## config.mk

```make
export PLATFORM = sky130hd
export DESIGN_NAME = double_ended_queue_unit
export DESIGN_NICKNAME = d
export VERILOG_FILES = /design/src/design/deq_pkg.sv /design/src/design/deq_ram.sv /design/src/design/deq_ctrl.sv /design/src/design/double_ended_queue_unit.sv
export VERILOG_INCLUDE_DIRS = /design/src /design/src/design
export SDC_FILE = /design/constraint.sdc
export NUM_CORES = 1
export LEC_CHECK = 0
export BUFFER_PORTS_ARGS = -buffer_cell sky130_fd_sc_hd__buf_2
export CAP_MARGIN = 20
export CORE_MARGIN = 1
export CORE_UTILIZATION = 69
export CTS_BUF_LIST = sky130_fd_sc_hd__clkbuf_8
export DETAILED_ROUTE_END_ITERATION = 10
export HOLD_SLACK_MARGIN = 0.03
export PLACE_DENSITY_LB_ADDON = 0.15
export SLEW_MARGIN = 20
export SYNTH_ARGS = -nofsm -noshare
export SYNTH_HDL_FRONTEND = slang
export SYNTH_HIERARCHICAL = 1
export SYNTH_SLANG_ARGS = --single-unit
```

## constraint.sdc

```tcl
create_clock -name clk -period 15.4 [get_ports clk]
set_clock_uncertainty 0.2 [all_clocks]
set_input_delay 2.31 -clock clk [delete_from_list [all_inputs] [get_ports clk]]
set_output_delay 2.31 -clock clk [all_outputs]
set_load 0.01 [all_outputs]
```

## src/design/double_ended_queue_unit_defines.svh

```systemverilog
// Assertion macros shared by the double-ended queue RTL.
// Needs a clock named clk and an active-low reset named arst_n in the using module.
`ifndef DOUBLE_ENDED_QUEUE_UNIT_DEFINES_SVH
`define DOUBLE_ENDED_QUEUE_UNIT_DEFINES_SVH

// Condition must hold at every clock edge outside reset.
`define DEQ_ASSERT_ALWAYS(lbl, cond, msg) \
	lbl: assert property (@(posedge clk) disable iff (!arst_n) (cond)) else $error(msg);

// When ante holds, cons must hold in the next cycle.
`define DEQ_ASSERT_NEXT(lbl, ante, cons, msg) \
	lbl: assert property (@(posedge clk) disable iff (!arst_n) (ante) |=> (cons)) \
		else $error(msg);

`endif

```

## src/design/deq_pkg.sv

```systemverilog
// Shared types and constants for the double-ended queue.
// No dependencies; used by deq_ctrl and double_ended_queue_unit.
package deq_pkg;

	localparam int DEPTH_DEF      = 16;
	localparam int DATA_WIDTH_DEF = 32;
	localparam int WORD_W         = 32;
	localparam int ENTRIES_W      = 5;

	typedef enum logic [1:0] {
		OP_ADD_FRONT = 2'd0,
		OP_ADD_BACK  = 2'd1,
		OP_REM_FRONT = 2'd2,
		OP_REM_BACK  = 2'd3
	} op_t;

	typedef enum logic [1:0] {
		ST_DONE  = 2'd0,
		ST_EMPTY = 2'd1,
		ST_FULL  = 2'd2
	} status_t;

	// request beat
	typedef struct packed {
		op_t               operation;
		logic [WORD_W-1:0] data_in;
	} req_t;

	// response beat
	typedef struct packed {
		logic [WORD_W-1:0]    data_out;
		status_t              status;
		logic [ENTRIES_W-1:0] entries;
	} rsp_t;

	// per-request result info from control to the response path
	typedef struct packed {
		status_t              status;
		logic [ENTRIES_W-1:0] entries;
		logic                 has_data;
	} ctl_t;

endpackage

```

## src/design/deq_ram.sv

```systemverilog
// Slot storage: one write port, one read port, registered read data.
// Depends on nothing but its parameters.
module deq_ram #(
	parameter int DEPTH      = 16,
	parameter int DATA_WIDTH = 32,
	localparam int ADDR_W    = $clog2(DEPTH)
) (
	input  logic                  clk,
	input  logic                  wr_en,
	input  logic [ADDR_W-1:0]     wr_addr,
	input  logic [DATA_WIDTH-1:0] wr_data,
	input  logic                  rd_en,
	input  logic [ADDR_W-1:0]     rd_addr,
	output logic [DATA_WIDTH-1:0] rd_data
);

	logic [DATA_WIDTH-1:0] mem [DEPTH];
	logic [DATA_WIDTH-1:0] rd_data_q;

	// write and synchronous read
	always_ff @(posedge clk) begin
		if (wr_en) begin
			mem[wr_addr] <= wr_data;
		end
		if (rd_en) begin
			rd_data_q <= mem[rd_addr];
		end
	end

	assign rd_data = rd_data_q;

endmodule

```

## src/design/deq_ctrl.sv

```systemverilog
// Front index and entry count, request decode and slot addressing.
// Depends on deq_pkg and the assertion macros header.
`include "double_ended_queue_unit_defines.svh"

module deq_ctrl #(
	parameter int DEPTH      = 16,
	parameter int DATA_WIDTH = 32,
	localparam int ADDR_W    = $clog2(DEPTH)
) (
	input  logic                  clk,
	input  logic                  arst_n,
	input  logic                  accept,
	input  deq_pkg::req_t         req,
	output logic                  wr_en,
	output logic [ADDR_W-1:0]     wr_addr,
	output logic [DATA_WIDTH-1:0] wr_data,
	output logic                  rd_en,
	output logic [ADDR_W-1:0]     rd_addr,
	output deq_pkg::ctl_t         info
);

	localparam int CNT_W = $clog2(DEPTH + 1);
	localparam int SUM_W = CNT_W + 1;

	logic [ADDR_W-1:0] front_q, front_d;
	logic [CNT_W-1:0]  count_q, count_d;

	logic              full, empty;
	logic [ADDR_W-1:0] front_dec, front_inc, back_addr, last_addr;
	logic [SUM_W-1:0]  back_sum, last_sum;

	// ring positions, wrapped by one compare and subtract
	always_comb begin
		full      = (count_q == CNT_W'(DEPTH));
		empty     = (count_q == '0);
		front_dec = (front_q == '0) ? ADDR_W'(DEPTH - 1) : front_q - ADDR_W'(1);
		front_inc = (front_q == ADDR_W'(DEPTH - 1)) ? '0 : front_q + ADDR_W'(1);
		back_sum  = SUM_W'(front_q) + SUM_W'(count_q);
		last_sum  = back_sum - SUM_W'(1);
		back_addr = (back_sum >= SUM_W'(DEPTH)) ? ADDR_W'(back_sum - SUM_W'(DEPTH))
		                                       : ADDR_W'(back_sum);
		last_addr = (last_sum >= SUM_W'(DEPTH)) ? ADDR_W'(last_sum - SUM_W'(DEPTH))
		                                       : ADDR_W'(last_sum);
	end

	// decode the operation
	always_comb begin
		front_d       = front_q;
		count_d       = count_q;
		wr_en         = 1'b0;
		wr_addr       = back_addr;
		rd_en         = 1'b0;
		rd_addr       = front_q;
		info.status   = deq_pkg::ST_DONE;
		info.has_data = 1'b0;
		unique case (req.operation)
			deq_pkg::OP_ADD_FRONT: begin
				if (full) begin
					info.status = deq_pkg::ST_FULL;
				end else begin
					wr_en   = accept;
					wr_addr = front_dec;
					front_d = front_dec;
					count_d = count_q + CNT_W'(1);
				end
			end
			deq_pkg::OP_ADD_BACK: begin
				if (full) begin
					info.status = deq_pkg::ST_FULL;
				end else begin
					wr_en   = accept;
					count_d = count_q + CNT_W'(1);
				end
			end
			deq_pkg::OP_REM_FRONT: begin
				if (empty) begin
					info.status = deq_pkg::ST_EMPTY;
				end else begin
					rd_en         = accept;
					info.has_data = 1'b1;
					front_d       = front_inc;
					count_d       = count_q - CNT_W'(1);
				end
			end
			deq_pkg::OP_REM_BACK: begin
				if (empty) begin
					info.status = deq_pkg::ST_EMPTY;
				end else begin
					rd_en         = accept;
					rd_addr       = last_addr;
					info.has_data = 1'b1;
					count_d       = count_q - CNT_W'(1);
				end
			end
		endcase
		info.entries = deq_pkg::ENTRIES_W'(count_d);
	end

	assign wr_data = DATA_WIDTH'(req.data_in);

	// state registers
	always_ff @(posedge clk or negedge arst_n) begin
		if (!arst_n) begin
			front_q <= '0;
			count_q <= '0;
		end else if (accept) begin
			front_q <= front_d;
			count_q <= count_d;
		end
	end

	`DEQ_ASSERT_ALWAYS(a_count_bound, count_q <= CNT_W'(DEPTH), "entry count above depth")
	`DEQ_ASSERT_NEXT(a_idle_hold, !accept, $stable(count_q) && $stable(front_q), "state moved while idle")
	`DEQ_ASSERT_NEXT(a_full_drop, accept && full && (req.operation == deq_pkg::OP_ADD_FRONT || req.operation == deq_pkg::OP_ADD_BACK), $stable(count_q) && $stable(front_q), "add on full changed state")
	`DEQ_ASSERT_NEXT(a_remove_dec, accept && rd_en, count_q == $past(count_q) - CNT_W'(1), "remove did not lower count")

endmodule

```

## src/design/double_ended_queue_unit.sv

```systemverilog
// Bounded double-ended queue: request channel in, one response per request out.
// Usage:
//   Each request beat names an operation (add front, add back, remove front,
//   remove back) and a data word. Each request yields exactly one response
//   beat with the removed word (zero if none), a status (done, empty on
//   remove, full on add) and the entry count after the operation.
//   Responses come out in request order.
// Pipeline and throughput:
//   A request passes the slot read (at the accepting edge), then the response
//   register. One request per cycle is sustained while req_stall is low; the
//   slot memory does one write or one read per request and the index/count
//   registers update in the accepting cycle, so consecutive requests see
//   each other's effect.
// Reset:
//   arst_n clears the front index, entry count and all valid flags; the
//   queue is empty afterwards. Slot contents are not cleared.
// Stall:
//   While rsp_stall holds, the response beat stays put; one more request
//   can be taken into the middle stage, then req_stall rises.
// Depends on deq_pkg, deq_ctrl and deq_ram.
module double_ended_queue_unit #(
	parameter int DEPTH      = deq_pkg::DEPTH_DEF,
	parameter int DATA_WIDTH = deq_pkg::DATA_WIDTH_DEF
) (
	input  logic           clk,
	input  logic           arst_n,
	input  logic           req_valid,
	output logic           req_stall,
	input  deq_pkg::req_t  req,
	output logic           rsp_valid,
	input  logic           rsp_stall,
	output deq_pkg::rsp_t  rsp
);

	localparam int ADDR_W = $clog2(DEPTH);

	logic                  accept, advance;
	logic                  wr_en, rd_en;
	logic [ADDR_W-1:0]     wr_addr, rd_addr;
	logic [DATA_WIDTH-1:0] wr_data, rd_data;
	deq_pkg::ctl_t         info;

	logic                  valid_s1;
	deq_pkg::ctl_t         info_s1;
	logic                  rsp_valid_q;
	deq_pkg::rsp_t         rsp_q;

	// handshake
	assign advance   = !rsp_valid_q || !rsp_stall;
	assign req_stall = valid_s1 && !advance;
	assign accept    = req_valid && !req_stall;

	deq_ctrl #(
		.DEPTH      (DEPTH),
		.DATA_WIDTH (DATA_WIDTH)
	) u_ctrl (
		.clk     (clk),
		.arst_n  (arst_n),
		.accept  (accept),
		.req     (req),
		.wr_en   (wr_en),
		.wr_addr (wr_addr),
		.wr_data (wr_data),
		.rd_en   (rd_en),
		.rd_addr (rd_addr),
		.info    (info)
	);

	deq_ram #(
		.DEPTH      (DEPTH),
		.DATA_WIDTH (DATA_WIDTH)
	) u_ram (
		.clk     (clk),
		.wr_en   (wr_en),
		.wr_addr (wr_addr),
		.wr_data (wr_data),
		.rd_en   (rd_en),
		.rd_addr (rd_addr),
		.rd_data (rd_data)
	);

	// stage 1 valid: waits here for the memory read
	always_ff @(posedge clk or negedge arst_n) begin
		if (!arst_n) begin
			valid_s1 <= 1'b0;
		end else begin
			valid_s1 <= accept || (valid_s1 && !advance);
		end
	end

	always_ff @(posedge clk) begin
		if (accept) begin
			info_s1 <= info;
		end
	end

	// response register
	always_ff @(posedge clk or negedge arst_n) begin
		if (!arst_n) begin
			rsp_valid_q <= 1'b0;
		end else if (advance) begin
			rsp_valid_q <= valid_s1;
		end
	end

	always_ff @(posedge clk) begin
		if (advance && valid_s1) begin
			rsp_q.data_out <= info_s1.has_data ? deq_pkg::WORD_W'(rd_data) : '0;
			rsp_q.status   <= info_s1.status;
			rsp_q.entries  <= info_s1.entries;
		end
	end

	assign rsp_valid = rsp_valid_q;
	assign rsp       = rsp_q;

endmodule
```

==> metrics.csv <==
stage,metric,value,unit
placed_design,dp_hpwl,24200,um
hold_path,hp-class,flop to flop,
hold_path,hold_start,info_s1[7],
global_routing,grt_max_degree,112,
clock_tree,path_clk_slew,0.06,ns
detailed_routing,drc_errors,0,
power_and_ir_drop,p_total,4.87,mW
clock_tree,root_buffer,clkbuf_8,
clock_tree,hold_buffers,0,
global_routing,overflow,0,
critical_path,path_max_fanout,72,
detailed_routing,ant_nets,0,
critical_path,cp-end-kind,flop,
critical_path,r2r_end,u_ram/rd_data[4],
cells_and_area,nFillCells,1755,
placed_design,gp_congestion,0.810,
critical_path,r2r_start,u_ctrl/count_q[1],
yosys,ys_warn_count,6,
detailed_routing,avgViaCountPerCell,6.46,
critical_path,crit_start,req[33],
clock_tree,postCtsSetupBuffers,0,
timing,rsz0062_at_grt,false,
global_routing,grt_pass1_wl,66700,um
timing,setup_viol,0,
detailed_routing,wl,44300,um
critical_path,crit_arrival,5.65,ns
detailed_routing,vias,11100,
cells_and_area,layout-drive-gt1-share,31.8,%
critical_path,reg2reg_slack,10.56,ns
cells_and_area,antennaDiodeCount,0,
timing,finalSetupTns,0,ns
yosys,netlist_instances,1096,
yosys,synth_top_cell_area_share,76.2,%
clock_tree,clkSinkCount,602,
yosys,async_flop_share,1.83,%
yosys,syn_nets,1144,
yosys,synth_ff_type,edfxtp_1,
global_routing,antenna_found_initial,1,
timing,fin_crit,5.48,ns
floorplanning,die_y,186,um
yosys,synth_area_leaders,"edfxtp_1 (76%), mux4_2 (12%), a22oi_1 (2.1%), buf_4 (1.3%), dfrtp_1 (1.2%)",
timing,worst_pin_slew,1.16,ns
critical_path,worstSetupPathType,input port to flop,
critical_path,reg2regPathDepth,12,
timing,slew_headroom,22.3,%
clock_tree,cts_tree,yes,
yosys,syn_area,23300,um2
timing,layout_worst_path_cycle_share,35.6,%
yosys,synth-seq-cells,602,
global_routing,grt_pass1_vias,11100,
floorplanning,row_count,66,
yosys,synth_common_cells,"edfxtp_1 (591), mux4_2 (128), a22oi_1 (64)",
clock_tree,cts-buffers-inserted,90,
yosys,synth.most_common_cell,edfxtp_1,
timing,fmax,0.183,GHz
yosys,syn_area_per_cell,21.2,um2
detailed_routing,drt-pass1-iter-count,5,
critical_path,cp.required,15.57,ns
floorplanning,die-area,34500,um2
floorplanning,die_w,186,um
power_and_ir_drop,ir_drop,0.195,mV
cells_and_area,final_nets,1251,
power_and_ir_drop,power.leakage,8.52,nW
timing,timing.hold.ws,0.222,ns
timing,hold_viol,0,
critical_path,startpoint_type,input port,
yosys,yosysTopAreaCell,edfxtp_1,
detailed_routing,initialDrtViolationCount,1091,
floorplanning,initial_core_util,70.8,%
job,max_cap_viol_count,0,
status,outcome,finished clean,
cells_and_area,area_growth,10.3,%
yosys,synth_cell_type_count,54,
yosys,yosysSeqAreaShare,77.4,%
floorplanning,io_pins,79,
yosys,synth_edf_count,591,
clock_tree,ctsResizeCount,0,
floorplanning,core,32900,um2
placed_design,port_buffers,78,
power_and_ir_drop,p_per_area,189,nW/um2
critical_path,endpoint,u_ram/rd_data[4],
clock_tree,h-tree-depth,3,
clock_tree,cts_buffer_depth,3,
detailed_routing,post_drt_wl_per_cell,25.9,um
clock_tree,clk_latency,0.65,ns
global_routing,grt_usage,27.3,%
timing,drv_slew,0,
## worst min path at each step
stage                     endpoint  slack [ns]  depth (start not counted)
after floorplan             rsp[0]        0.20                          0
after global placement      rsp[6]        0.20                          0
after detailed placement    rsp[6]        0.21                          0
after CTS                   rsp[6]        0.22                          0
after global routing        rsp[3]        0.23                          0
final                       rsp[6]        0.22                          0
## layout make-up
class / instances / area [um2] / area share (%)
Clock buffer: 93 / 1280 / 4.98
Tap cell: 442 / 553 / 2.15
Timing Repair Buffer: 102 / 643 / 2.50
Sequential cell: 602 / 18000 / 70.2
Clock inverter: 66 / 282 / 1.10
Inverter: 10 / 37.5 / 0.146
Multi-Input combinational cell: 397 / 4870 / 18.9
## metrics by stage
stage / instance area [um2] / util (%) / setup slack, ns / std cells
2_1_floorplan: 23300 / - / 8.63 / 1096
3_3_place_gp: 24000 / 73.1 / 9.31 / 1550
3_5_place_dp: 24100 / 73.4 / 9.27 / 1553
4_1_cts: 25700 / 78.1 / 9.96 / 1712
5_1_grt: 25700 / 78.1 / 9.69 / 1712
6_report: 25700 / 78.1 / 9.92 / 1712
## report_power, final
| part | internal [mW] | switching [mW] |
|---|---|---|
| combinational | 0.685 | 0.906 |
| sequential | 2.07 | 0.0759 |
| clock | 0.560 | 0.574 |
| total | 3.31 | 1.56 |
## worst max-delay path, cell delays in order
cell     delay, ns
buf_2         0.36
and2_4        0.25
nand2_2       0.12
o21ai_4       0.14
buf_4         0.67
buf_4         0.92
mux4_2        0.43
a22oi_1       0.29
nand2_1       0.11
## state kept, by name, indices dropped and copies added, names as in the netlist
register / flops
rsp_valid: 1
valid_s1: 1
u_ctrl/front_q: 4
u_ctrl/count_q: 5
u_ram/rd_data: 32
info_s1: 8
rsp: 39
u_ram/mem: 512
## routing by layer
metal / up-vias / track usage, % / wire length (um)
li1: 4694 / - / -
met2: 496 / 42.6 / 21600
met1: 5791 / 40.0 / 18500
met4: 2 / 8.66 / 937
met5: - / 0 / 17
met3: 85 / 5.54 / 3310
## cells by family (layout without fill, tap and decap cells)
group / after synthesis / after routing / share of synthesized area [%]
compound gates: 103 / 103 / 3.16
xor+xnor: 11 / 11 / 0.473
fa+ha+maj: 10 / 10 / 0.570
buf+inv: 97 / 271 / 2.39
flops: 602 / 602 / 77.4
mux: 137 / 137 / 12.8
simple gates: 136 / 136 / 3.18
## placed cells by master (no fill, tap or decap), drive strengths merged, types with 2 or more instances in the layout
| cell type | count |
|---|---|
| buf | 102 |
| nand2 | 42 |
| xnor2 | 9 |
| inv | 37 |
| a21o | 4 |
| or3b | 2 |
| nor3 | 7 |
| clkbuf | 93 |
| o21ai | 8 |
| a21oi | 15 |
| a22oi | 64 |
| ha | 9 |
| and3 | 3 |
| nor2b | 3 |
| mux2 | 3 |
| nand3b | 3 |
| clkinv | 38 |
| nor2 | 23 |
| mux4 | 128 |
| and2 | 35 |
| a31oi | 2 |
| dfrtp | 11 |
| mux2i | 6 |
| nand3 | 7 |
| edfxtp | 591 |
| nand2b | 6 |
Power figures use the tool's default switching activity.
